### config.mk
export PLATFORM = sky130hd
export DESIGN_NAME = ata_sector_address_unit
export DESIGN_NICKNAME = d
export VERILOG_FILES = /design/src/hw/rtl/asau_pkg.sv /design/src/hw/rtl/ata_sector_address_unit.sv /design/src/hw/rtl/asau_regs.sv /design/src/hw/rtl/asau_mac.sv
export SDC_FILE = /design/constraint.sdc
export NUM_CORES = 1
export LEC_CHECK = 0
export ABC_CLOCK_PERIOD_IN_PS = 6100
export BUFFER_PORTS_ARGS = -buffer_cell sky130_fd_sc_hd__buf_2
export CAP_MARGIN = 10
export CELL_PAD_IN_SITES_DETAIL_PLACEMENT = 2
export CELL_PAD_IN_SITES_GLOBAL_PLACEMENT = 2
export CORE_MARGIN = 2
export CORE_UTILIZATION = 36
export DETAILED_ROUTE_END_ITERATION = 7
export PLACE_DENSITY = 0.9
export SETUP_SLACK_MARGIN = 0.02
export SYNTH_ARGS = -nofsm -noshare
export SYNTH_HDL_FRONTEND = slang
export SYNTH_HIERARCHICAL = 1
export SYNTH_SLANG_ARGS = --single-unit
### constraint.sdc
create_clock -name clk_i -period 6.1 [get_ports clk_i]
set_input_delay 0.61 -clock clk_i [delete_from_list [all_inputs] [get_ports clk_i]]
set_output_delay 0.61 -clock clk_i [all_outputs]
set_load 0.02 [all_outputs]
### src/hw/rtl/asau_pkg.sv
// Package for the ATA sector address unit.
// Holds item structs, geometry struct, code constants and reset values.
// No dependencies.
`default_nettype none

package asau_pkg;

  // Item kinds
  localparam logic [1:0] KIND_WRITE   = 2'd0;
  localparam logic [1:0] KIND_RESOLVE = 2'd1;
  localparam logic [1:0] KIND_ADVANCE = 2'd2;

  // Task-file register selects
  localparam logic [1:0] SEL_SECTOR   = 2'd0;
  localparam logic [1:0] SEL_CYL_LOW  = 2'd1;
  localparam logic [1:0] SEL_CYL_HIGH = 2'd2;
  localparam logic [1:0] SEL_HEAD     = 2'd3;

  // Configuration register indexes (word address)
  localparam logic [1:0] CFG_CYLINDERS = 2'd0;
  localparam logic [1:0] CFG_HEADS     = 2'd1;
  localparam logic [1:0] CFG_SPT       = 2'd2;
  localparam logic [1:0] CFG_TOTAL     = 2'd3;

  localparam int unsigned PADDR_W = 4;

  // Head/device register layout
  localparam int unsigned LBA_BIT = 6;

  // Shared multiply-add widths: (cyl*heads + head) fits 21 bits,
  // the full CHS index fits 29 bits.
  localparam int unsigned MAC_A_W = 21;
  localparam int unsigned MAC_B_W = 8;
  localparam int unsigned IDX_W   = 29;

  // Reset geometry
  localparam logic [15:0] RST_CYLINDERS = 16'd1024;
  localparam logic [4:0]  RST_HEADS     = 5'd16;
  localparam logic [7:0]  RST_SPT       = 8'd63;
  localparam logic [28:0] RST_TOTAL     = 29'd1032192;

  typedef struct packed {
    logic [1:0] kind;
    logic [1:0] reg_select;
    logic [7:0] value;
  } asau_in_t;

  typedef struct packed {
    logic [27:0] sector_index;
    logic        address_error;
    logic [7:0]  sector_reg;
    logic [7:0]  cyl_low_reg;
    logic [7:0]  cyl_high_reg;
    logic [7:0]  head_reg;
  } asau_out_t;

  typedef struct packed {
    logic [15:0] cylinder_count;
    logic [4:0]  head_count;
    logic [7:0]  sectors_per_track;
    logic [28:0] total_sectors;
  } asau_geom_t;

endpackage

`default_nettype wire

### src/hw/rtl/ata_sector_address_unit.sv
// Top level of the ATA sector address unit.
// Depends on asau_pkg, asau_regs and asau_mac.
//
// Keeps the task-file address registers (sector, cylinder low/high,
// head/device) and turns them into a linear sector index. Each input item
// is a register write, a resolve or an advance, and yields exactly one
// result item carrying the last good index, an error flag and the four
// registers as they stand after the item. The block takes one item at a
// time: writes, advances and LBA resolves go straight from the accept to
// the final step, which loads the output register; a CHS resolve first
// passes through two multiply-add steps, since (cyl*heads + head) and
// then (...)*spt + sector-1 go through one shared 21x8 multiply-add unit
// in two passes. A result waiting at the output register does not block
// the next accept; the next item only holds in its final step until the
// output is taken. Geometry comes from the APB registers (cylinders at
// 0x0, heads 0x4, sectors per track 0x8, total sectors 0xC) and should be
// written while the block is idle.
`default_nettype none

module ata_sector_address_unit
  import asau_pkg::*;
(
  input  wire logic               clk_i,
  input  wire logic               rst_ni,
  // input items
  input  wire logic               in_valid_i,
  output logic                    in_ready_o,
  input  wire asau_in_t           in_item_i,
  // result items
  output logic                    out_valid_o,
  input  wire logic               out_ready_i,
  output asau_out_t               out_item_o,
  // configuration
  input  wire logic               psel,
  input  wire logic               penable,
  input  wire logic               pwrite,
  input  wire logic [PADDR_W-1:0] paddr,
  input  wire logic [31:0]        pwdata,
  output logic [31:0]             prdata,
  output logic                    pready
);

  typedef enum logic [1:0] {
    ST_IDLE,
    ST_MUL_HEAD,
    ST_MUL_SECT,
    ST_COMMIT
  } state_e;

  state_e     state_q;
  asau_geom_t geom;
  asau_in_t   item_q;

  // task-file stores
  logic [7:0]  sector_q, cyl_low_q, cyl_high_q, head_q;
  logic [27:0] resolved_q;

  // output register
  logic      out_valid_q;
  asau_out_t out_q;

  // next values computed for the item in flight
  logic [7:0]  sector_d, cyl_low_d, cyl_high_d, head_d;
  logic [27:0] resolved_d;
  logic        err_d;

  logic        accept;
  logic        commit;

  // shared multiply-add operands
  logic               mac_en;
  logic [MAC_A_W-1:0] mac_a;
  logic [MAC_B_W-1:0] mac_b;
  logic [MAC_B_W-1:0] mac_c;
  logic [IDX_W-1:0]   mac_p;

  // address decode helpers
  logic [27:0] lba;
  logic [27:0] lba_inc;
  logic [15:0] cyl;
  logic [15:0] cyl_inc;
  logic [3:0]  hd;
  logic [4:0]  hd_inc;
  logic [8:0]  sec_inc;
  logic [7:0]  sec_m1;
  logic        is_lba;
  logic        chs_range_err;

  asau_regs u_regs (
    .clk_i   (clk_i),
    .rst_ni  (rst_ni),
    .psel    (psel),
    .penable (penable),
    .pwrite  (pwrite),
    .paddr   (paddr),
    .pwdata  (pwdata),
    .prdata  (prdata),
    .pready  (pready),
    .geom_o  (geom)
  );

  asau_mac u_mac (
    .clk_i (clk_i),
    .en_i  (mac_en),
    .a_i   (mac_a),
    .b_i   (mac_b),
    .c_i   (mac_c),
    .p_o   (mac_p)
  );

  assign in_ready_o  = (state_q == ST_IDLE);
  assign accept      = in_valid_i && in_ready_o;
  // final step waits only if the previous result is still unread
  assign commit      = (state_q == ST_COMMIT) && (!out_valid_q || out_ready_i);
  assign out_valid_o = out_valid_q;
  assign out_item_o  = out_q;

  assign is_lba  = head_q[LBA_BIT];
  assign hd      = head_q[3:0];
  assign cyl     = {cyl_high_q, cyl_low_q};
  assign lba     = {hd, cyl_high_q, cyl_low_q, sector_q};
  assign lba_inc = lba + 28'd1;
  assign cyl_inc = cyl + 16'd1;
  assign hd_inc  = {1'b0, hd} + 5'd1;
  assign sec_inc = {1'b0, sector_q} + 9'd1;
  assign sec_m1  = sector_q - 8'd1;

  // sector zero and a zero geometry register fall out as range errors
  assign chs_range_err = (cyl >= geom.cylinder_count)
                      || ({1'b0, hd} >= geom.head_count)
                      || (sector_q == 8'd0)
                      || (sec_m1 >= geom.sectors_per_track);

  // multiply-add sequencing: first pass cyl*heads + head,
  // second pass (first result)*spt + sector-1
  always_comb begin
    mac_en = 1'b0;
    mac_a  = '0;
    mac_b  = '0;
    mac_c  = '0;
    unique case (state_q)
      ST_MUL_HEAD: begin
        mac_en = 1'b1;
        mac_a  = MAC_A_W'(cyl);
        mac_b  = MAC_B_W'(geom.head_count);
        mac_c  = MAC_B_W'(hd);
      end
      ST_MUL_SECT: begin
        mac_en = 1'b1;
        mac_a  = mac_p[MAC_A_W-1:0];
        mac_b  = geom.sectors_per_track;
        mac_c  = sec_m1;
      end
      default: ;
    endcase
  end

  // item update
  always_comb begin
    sector_d   = sector_q;
    cyl_low_d  = cyl_low_q;
    cyl_high_d = cyl_high_q;
    head_d     = head_q;
    resolved_d = resolved_q;
    err_d      = 1'b0;
    unique case (item_q.kind)
      KIND_WRITE: begin
        unique case (item_q.reg_select)
          SEL_SECTOR:   sector_d   = item_q.value;
          SEL_CYL_LOW:  cyl_low_d  = item_q.value;
          SEL_CYL_HIGH: cyl_high_d = item_q.value;
          SEL_HEAD:     head_d     = item_q.value;
          default:      ;
        endcase
      end
      KIND_RESOLVE: begin
        if (is_lba) begin
          if ({1'b0, lba} < geom.total_sectors) begin
            resolved_d = lba;
          end else begin
            err_d = 1'b1;
          end
        end else begin
          if (!chs_range_err && (mac_p < geom.total_sectors)) begin
            resolved_d = mac_p[27:0];
          end else begin
            err_d = 1'b1;
          end
        end
      end
      KIND_ADVANCE: begin
        if (is_lba) begin
          // 28-bit wrap, upper head bits kept
          sector_d   = lba_inc[7:0];
          cyl_low_d  = lba_inc[15:8];
          cyl_high_d = lba_inc[23:16];
          head_d     = {head_q[7:4], lba_inc[27:24]};
        end else if (sec_inc > {1'b0, geom.sectors_per_track}) begin
          sector_d = 8'd1;
          if ((hd_inc >= geom.head_count) || hd_inc[4]) begin
            head_d     = {head_q[7:4], 4'd0};
            cyl_low_d  = cyl_inc[7:0];
            cyl_high_d = cyl_inc[15:8];
          end else begin
            head_d = {head_q[7:4], hd_inc[3:0]};
          end
        end else begin
          sector_d = sec_inc[7:0];
        end
      end
      default: ;
    endcase
  end

  always_ff @(posedge clk_i) begin
    if (accept) begin
      item_q <= in_item_i;
    end
  end

  always_ff @(posedge clk_i or negedge rst_ni) begin
    if (!rst_ni) begin
      state_q     <= ST_IDLE;
      sector_q    <= 8'd1;
      cyl_low_q   <= 8'd0;
      cyl_high_q  <= 8'd0;
      head_q      <= 8'd0;
      resolved_q  <= 28'd0;
      out_valid_q <= 1'b0;
    end else begin
      // a new result replaces the one taken in the same cycle
      if (commit) begin
        out_valid_q <= 1'b1;
      end else if (out_valid_q && out_ready_i) begin
        out_valid_q <= 1'b0;
      end
      unique case (state_q)
        ST_IDLE: begin
          if (accept) begin
            if ((in_item_i.kind == KIND_RESOLVE) && !is_lba) begin
              state_q <= ST_MUL_HEAD;
            end else begin
              state_q <= ST_COMMIT;
            end
          end
        end
        ST_MUL_HEAD: state_q <= ST_MUL_SECT;
        ST_MUL_SECT: state_q <= ST_COMMIT;
        ST_COMMIT: begin
          if (commit) begin
            state_q     <= ST_IDLE;
            sector_q    <= sector_d;
            cyl_low_q   <= cyl_low_d;
            cyl_high_q  <= cyl_high_d;
            head_q      <= head_d;
            resolved_q  <= resolved_d;
          end
        end
        default: state_q <= ST_IDLE;
      endcase
    end
  end

  // result payload, loaded with the committed values
  always_ff @(posedge clk_i) begin
    if (commit) begin
      out_q.sector_index  <= resolved_d;
      out_q.address_error <= err_d;
      out_q.sector_reg    <= sector_d;
      out_q.cyl_low_reg   <= cyl_low_d;
      out_q.cyl_high_reg  <= cyl_high_d;
      out_q.head_reg      <= head_d;
    end
  end

endmodule

`default_nettype wire

### src/hw/rtl/asau_regs.sv
// APB geometry registers for the ATA sector address unit.
// Depends on asau_pkg.
`default_nettype none

module asau_regs
  import asau_pkg::*;
(
  input  wire logic               clk_i,
  input  wire logic               rst_ni,
  input  wire logic               psel,
  input  wire logic               penable,
  input  wire logic               pwrite,
  input  wire logic [PADDR_W-1:0] paddr,
  input  wire logic [31:0]        pwdata,
  output logic [31:0]             prdata,
  output logic                    pready,
  output asau_geom_t              geom_o
);

  asau_geom_t geom_q;
  logic       wr_en;
  logic [1:0] reg_idx;

  assign pready  = 1'b1;
  assign wr_en   = psel && penable && pwrite;
  assign reg_idx = paddr[PADDR_W-1:2];
  assign geom_o  = geom_q;

  always_ff @(posedge clk_i or negedge rst_ni) begin
    if (!rst_ni) begin
      geom_q.cylinder_count    <= RST_CYLINDERS;
      geom_q.head_count        <= RST_HEADS;
      geom_q.sectors_per_track <= RST_SPT;
      geom_q.total_sectors     <= RST_TOTAL;
    end else if (wr_en) begin
      unique case (reg_idx)
        CFG_CYLINDERS: geom_q.cylinder_count    <= pwdata[15:0];
        CFG_HEADS:     geom_q.head_count        <= pwdata[4:0];
        CFG_SPT:       geom_q.sectors_per_track <= pwdata[7:0];
        CFG_TOTAL:     geom_q.total_sectors     <= pwdata[28:0];
        default:       ;
      endcase
    end
  end

  always_comb begin
    unique case (reg_idx)
      CFG_CYLINDERS: prdata = {16'd0, geom_q.cylinder_count};
      CFG_HEADS:     prdata = {27'd0, geom_q.head_count};
      CFG_SPT:       prdata = {24'd0, geom_q.sectors_per_track};
      CFG_TOTAL:     prdata = {3'd0, geom_q.total_sectors};
      default:       prdata = '0;
    endcase
  end

endmodule

`default_nettype wire

### src/hw/rtl/asau_mac.sv
// Shared multiply-add unit with registered result: p = a*b + c.
// Depends on asau_pkg.
`default_nettype none

module asau_mac
  import asau_pkg::*;
(
  input  wire logic               clk_i,
  input  wire logic               en_i,
  input  wire logic [MAC_A_W-1:0] a_i,
  input  wire logic [MAC_B_W-1:0] b_i,
  input  wire logic [MAC_B_W-1:0] c_i,
  output logic [IDX_W-1:0]        p_o
);

  logic [IDX_W-1:0] p_d;
  logic [IDX_W-1:0] p_q;

  assign p_d = IDX_W'(IDX_W'(a_i) * IDX_W'(b_i)) + IDX_W'(c_i);
  assign p_o = p_q;

  always_ff @(posedge clk_i) begin
    if (en_i) begin
      p_q <= p_d;
    end
  end

endmodule

`default_nettype wire

* After elaboration in Yosys (flattened, before gate mapping)
Cells that the tools add are included.
** Operators by class
- Muxes and demuxes :: 37
- Reduce and logical (&&, ||, !) cells :: 28
- Eq/ne operators :: 14
- Multiply operators :: 1
- Div/mod/pow operators :: 0
- Bitwise operators :: 0
- Shifts and indexed selects :: 0
- Order comparisons :: 7
- $add $sub $neg :: 6
** Operator list (count)
- one-hot mux 32 bit (4 select lines) :: 1
- 2-to-1 mux 28 bit :: 4
- 2-to-1 mux 8 bit :: 12
- one-hot mux 8 bit (2 select lines) :: 6
- one-hot mux 21 bit (2 select lines) :: 1
- adder 29 x 8 -> 29 bit :: 1
- less-than comparator 28 x 29 -> 1 bit :: 1
- less-than comparator 29 bit :: 1
- multiplier 21 x 8 -> 29 bit :: 1
- adder 28 x 1 -> 28 bit, second input constant :: 1
- adder 16 x 1 -> 16 bit, second input constant :: 1
- >= comparator 16 bit :: 1
- equality test 2 bit, second input constant :: 7
- AND reduction 2 bit :: 6
- equality test 2 x 1 -> 1 bit, second input constant :: 5
- adder 8 x 1 -> 9 bit, second input constant :: 1
- > comparator 9 x 8 -> 1 bit :: 1
- >= comparator 8 bit :: 1
- zero test 2 bit :: 4
- zero test 8 bit :: 1
- 2-to-1 mux 4 bit :: 2
- one-hot mux 2 bit (4 select lines) :: 1
- subtractor 8 x 1 -> 8 bit, second input constant :: 1
- logical AND 1 bit :: 7
- other kinds (12) :: 25
** Storage, ports and cells
- Bits in latches :: 0
- Memories :: 0
- Word-level logic and storage cells :: 114
- RAM bits :: 0
- Bits in registers :: 223
- ROM bits :: 0
- Bits of input ports :: 55
- Output and inout bits :: 96

* Longest topological paths before layout
- Depth in word-level cells :: 9
- Mapped depth :: 26
- Mapped depth without buffers :: 23

* Modules after synthesis
The synthesis kept the hierarchy.
** By module, submodules not included
- ata_sector_address_unit :: area each 11157.0 sq um, times used 1, cells an instance 1290, sequential area each 3769.9 sq um
- asau_mac :: area each 6663.9 sq um, times used 1, cells an instance 718, sequential area each 870.8 sq um
- asau_regs :: area each 2653.8 sq um, times used 1, cells an instance 175, sequential area each 1468.9 sq um

* Least setup slack after synthesis
No wires, ideal clock.
- Path kind :: reg2reg
- Start :: register state_q[1]
- End :: register u_mac.p_q[22] (netlist: u_mac/p_o[22]), data pin
- Buffers on the path :: 4
- Data arrival time :: 6.232 ns
- Required time :: 5.842 ns
- Setup time :: 0.258 ns
- Period minus slack after synthesis :: 6.489 ns
- Cell stages (with the launch flop) :: 26
- Path slack :: -0.389 ns
- Cell sequence :: dfrtp_1 inv_1 ha_1 and2_1 clkbuf_1 clkbuf_1 nand2_1 o21ai_0 clkbuf_1 nand2_1 fa_1 inv_1 fa_1 fa_1 inv_1 fa_1 inv_1 ha_1 clkbuf_1 a21oi_1 o22ai_1 o21ai_2 o311ai_4 a31oi_2 o21ai_1 xnor2_1
** On the way
- Cells in the longest elaborated chain, start to end :: 4
- Elaborated cells on any way between the ends :: 7
- Classes of those cells :: add/sub (1); mul (1); eq/ne (2); mux (3)
** RTL lines
- start, declared :: line ata_sector_address_unit.sv:50 : state_e state_q;
- start signal, assigned :: line ata_sector_address_unit.sv:223 : state_q <= ST_IDLE;
- start signal, assigned :: line ata_sector_address_unit.sv:241 : state_q <= ST_MUL_HEAD;
- start signal, assigned :: line ata_sector_address_unit.sv:243 : state_q <= ST_COMMIT;
- equality test 2 bit or equality test 2 x 1 -> 1 bit (tied branches) :: line ata_sector_address_unit.sv:141 : unique case (state_q)
- one-hot mux 8 bit (2 select lines) (*) :: line ata_sector_address_unit.sv:141
- named net mac_b[4] :: line ata_sector_address_unit.sv:73 : logic [MAC_B_W-1:0] mac_b;
- multiplier 21 x 8 -> 29 bit (*) :: line asau_mac.sv:19 : assign p_d = IDX_W'(IDX_W'(a_i) * IDX_W'(b_i)) + IDX_W'(c_i);
- adder 29 x 8 -> 29 bit (*) :: line asau_mac.sv:19
- named net u_mac.p_d[22] :: line asau_mac.sv:16 : logic [IDX_W-1:0] p_d;
- end signal, assigned :: line asau_mac.sv:24 : p_q <= p_d;
- end, declared :: line asau_mac.sv:17 : logic [IDX_W-1:0] p_q;
Mark *: on every way through the listed nets, which the timed path passes. The rest lies on a longest branch.
A chain may end at the register's enable or synchronous reset.

* Worst setup path in the final report
- Start :: register state_q[0]
- End :: register u_mac.p_q[10] (netlist: u_mac/p_o[10]), data pin
** On the way
- Cells in the longest elaborated chain, start to end :: 4
- Elaborated cells on any way between the ends :: 7
- Classes of those cells :: add/sub (1); mul (1); eq/ne (2); mux (3)
** RTL lines
- equality test 2 bit or equality test 2 x 1 -> 1 bit (tied branches) :: line ata_sector_address_unit.sv:141
- one-hot mux 21 bit (2 select lines) (*) :: line ata_sector_address_unit.sv:141
- named net mac_a[4] :: line ata_sector_address_unit.sv:72 : logic [MAC_A_W-1:0] mac_a;
- multiplier 21 x 8 -> 29 bit (*) :: line asau_mac.sv:19
- adder 29 x 8 -> 29 bit (*) :: line asau_mac.sv:19
- named net u_mac.p_d[10] :: line asau_mac.sv:16
Marked as above.

==> out/results.txt <==
Buf/Inv on CP -> 6
Root buffer selected by CTS -> clkbuf_16
Ys async rst share -> 0.543
Max-slew headroom -> -0.304
Clock latency on the worst-skew pair -> 0.65 ns
Cells after Synth -> 2,183
HP Class -> in -> async
Die X -> 242 um
Final setup fails -> 20
Max frequency -> 0.144 GHz
Mapped cell area -> 20,500 sq um
VDD IR max -> 280 uV
Vias in the first global route -> 22,608
Min Clock Period, post-route -> 6.93 ns
CTS H-tree lvls -> 1
Status -> finished, violations left
Nets -> 2,662
Worst path most repeated cell -> inv_1
Crit path cell chain -> inv_2 > ha_4 > and2_4 > clkbuf_16 > a22o_2 > nand2_1 > fa_1 > inv_1 > fa_1 > ha_1 > inv_1 > fa_2 > inv_1 > ha_1 > a211oi_2 > o21ai_2 > buf_4 > a21o_1 > a21o_1 > xor2_1
Yosys cell types -> 94
Sequential area share after synthesis -> 0.298
Row cnt -> 87
Layout filler cell count -> 5,960
Cells after DPL -> 3,013
Fin cells -> 3,111
Reg clk slew, reported paths -> 0.09 ns
Leakage power -> 0.0106 uW
Final GP Congestion -> 0.958
Crit path capture type -> register
Avg Cell Area, Syn -> 9.38 sq um
Antenna-violating nets left -> 0
Failing checks -> max-capacitance violations, max-slew violations, negative setup slack
Reg-to-reg startpoint -> state_q[0]
CTS Sinks -> 223
Max FO, Critical Path -> 8
DP HPWL -> 67.4 mm
Initial drt markers -> 2,968
Port-buffer cells -> 141
GR Util All Layers -> 0.360
FF+latch count, synth -> 223
Final Power -> 13,200 uW
Crit path required time -> 6.41 ns
Min setup slack post-route -> -0.829 ns
Post-route core utilization -> 0.425
Total vias in the final route -> 21,773
Worst Reg-to-Reg Cells -> 20
# DRC -> 0
Period utilization -> 1.14
PwrDens -> 550 nW/um^2
TritonCTS clock tree -> built
P&R area growth vs syn -> 16.9%
Post-DR vias/cell -> 7.00
Crit start category -> register
Slowest stage delay, CP -> 0.83 ns
Worst R2R End -> u_mac/p_o[10]
Delay-heaviest family, CP -> adder cells
CTS Buffer Depth -> 3
Routed WL per cell -> 40.3 um
Dpl ws -> -0.384 ns
First-pass GRT wire length -> 157 mm
Max Cap Viol -> 1
Critical-path top delay cell -> xor2_1
Starting density of the core -> 0.364
Synthesis Warnings -> 6
Share of cells above drive strength 1 -> 0.209
Placed cell area -> 22,200 sq um
Post-route cell area -> 23,900 sq um
GR Overflow Total -> 0
EDFF count, synth -> 102
Core area -> 56,300 sq um
Worst slew pin tran -> 1.96 ns
Arrival @ worst endpoint -> 7.24 ns
Critical path class -> reg -> reg
Initial antenna violation count -> 33
Final Skew -> 0.0325 ns
I/O pins -> 151
Routed WL -> 125 mm
Fin. Hold Viols -> 0
Ys flop type -> dfrtp_1
Slew Limit Fails -> 3
Die ar. -> 58,800 sq um
1st-pass router iterations -> 6
Die height -> 242 um
CTS Buf Count -> 26
Pin count of the biggest net entering global routing -> 69
Reg2Reg Setup Slack -> -0.83 ns
-- cells in the mapped netlist (all sizes together), types with 6 or more instances --
master | n | share of area
inv | 255 | 0.047
nand2 | 213 | 0.039
ha | 166 | 0.10
and2 | 150 | 0.046
nand4 | 127 | 0.039
fa | 122 | 0.12
dfrtp | 106 | 0.13
clkbuf | 104 | 0.019
edfxtp | 102 | 0.15
o21ai | 100 | 0.025
nor2 | 70 | 0.013
mux2 | 66 | 0.037
a21oi | 53 | 0.013
a21o | 47 | 0.017
nand3 | 39 | 0.010
buf | 38 | 0.011
o221ai | 32 | 0.014
a22o | 30 | 0.013
o211ai | 28 | 0.010
nor3 | 26 | 0.0069
a22oi | 22 | 0.0081
xnor2 | 22 | 0.0094
and3 | 21 | 0.0064
xor2 | 16 | 0.0068
dfstp | 15 | 0.019
nor4 | 15 | 0.0049
a21boi | 12 | 0.0044
a221o | 12 | 0.0059
nand2b | 12 | 0.0037
o21a | 12 | 0.0044
a211oi | 11 | 0.0045
a31oi | 11 | 0.0037
mux2i | 10 | 0.0049
o2111ai | 9 | 0.0039
nor2b | 8 | 0.0024
o311ai | 8 | 0.0043
nor3b | 7 | 0.0028
or2 | 6 | 0.0018
or3 | 6 | 0.0018
-- area by class of cell --
class / instances / area, sq um / area share
Clock inverter: 14 / 108 / 0.00450
Inverter: 255 / 961 / 0.0401
Antenna cell: 16 / 40.0 / 0.00167
Timing Repair Buffer: 248 / 1740 / 0.0728
Multi-Input combinational cell: 1565 / 13300 / 0.556
Sequential cell: 223 / 6110 / 0.255
Tap cell: 756 / 946 / 0.0395
Clock buffer: 34 / 711 / 0.0297
-- stage by stage --
step | hold slack, ns | setup TNS, ns
2_1_floorplan | 0.314 | 0
3_3_place_gp | 0.454 | 0
3_5_place_dp | 0.504 | -2.31
4_1_cts | 0.114 | 0
5_1_grt | 0.112 | -6.28
6_report | 0.0611 | -7.34
-- power by group --
group	leakage (uW)	switching, uW	internal (uW)
Clock	0.000387	835	834
Sequential	0.00227	708	2230
Combinational	0.00795	5950	2600
-- cells in the final DEF (no fill, tap or decap), types with 35 or more instances in the layout --
cell / synthesis / final
fa_1: 122 / 117
mux2_2: 61 / 61
a21o_1: 47 / 47
o21ai_0: 92 / 86
ha_1: 166 / 154
nor2_1: 70 / 68
a21oi_1: 52 / 45
dfrtp_1: 106 / 104
nand4_1: 127 / 127
edfxtp_1: 102 / 102
nand2_1: 211 / 206
buf_4: 11 / 91
and2_1: 149 / 145
buf_2: 16 / 140
nand3_1: 37 / 35
inv_1: 255 / 250
-- logic make-up (layout without fill, tap and decap cells) --
family,Yosys count,in the layout,share of synthesized area
AO/OA/AOI/OAI,436,436,0.154
XOR/XNOR,38,38,0.0163
adder cells (fa/ha/maj),288,288,0.221
buffers and inverters,397,551,0.0769
flip-flops,223,223,0.298
multiplexers,81,81,0.0476
other,2,20,0.000367
AND/OR/NAND/NOR,718,718,0.186
-- flip-flops by register name (all words and copies together) (netlist names) --
signal / flops
state_q: 2
u_mac/p_o: 29
sector_q: 8
cyl_high_q: 8
out_valid_o: 1
cyl_low_q: 8
resolved_q: 28
u_regs/geom_o: 58
item_q: 12
out_item_o: 61
head_q: 8
-- metal layers --
layer	global-route usage	part of all wire	vias to the layer above	routed length, um
met5	0.00654	0.0019	-	241
met4	0.293	0.12	28	14500
met3	0.126	0.13	948	16200
met2	0.578	0.43	1939	53900
met1	0.385	0.32	10821	40400
li1	-	-	8037	-
-- worst reg2reg max path: stages (launching register included) --
cell and delay [ns]:
dfrtp_1 0.41, inv_2 0.09, ha_4 0.38, and2_4 0.30
clkbuf_16 0.21, a22o_2 0.31, nand2_1 0.34, fa_1 0.64
inv_1 0.08, fa_1 0.51, ha_1 0.31, inv_1 0.07
fa_2 0.63, inv_1 0.06, ha_1 0.35, a211oi_2 0.41
o21ai_2 0.14, buf_4 0.15, a21o_1 0.16, a21o_1 0.23
xor2_1 0.83
-- worst max-delay path by stage --
stage	from	endpoint	slack [ns]	depth (start not counted)
after floorplan	state_q[1]	u_mac/p_o[22]	0.06	25
after global placement	state_q[0]	u_mac/p_o[28]	0.14	21
after detailed placement	state_q[0]	u_mac/p_o[25]	-0.38	20
after CTS	state_q[0]	u_mac/p_o[28]	0.02	22
after global routing	state_q[0]	u_mac/p_o[10]	-0.78	20
final	state_q[0]	u_mac/p_o[10]	-0.83	20
-- what timing repair did --
item                       in CTS  in global routing
setup endpoints to repair      19                 16
hold buffers                    0                  0
setup buffers                   8                 20
cloned                          2                  4
gates resized for setup        38                 67
pin swaps                      11                 24
Power figures use the tool's default switching activity.
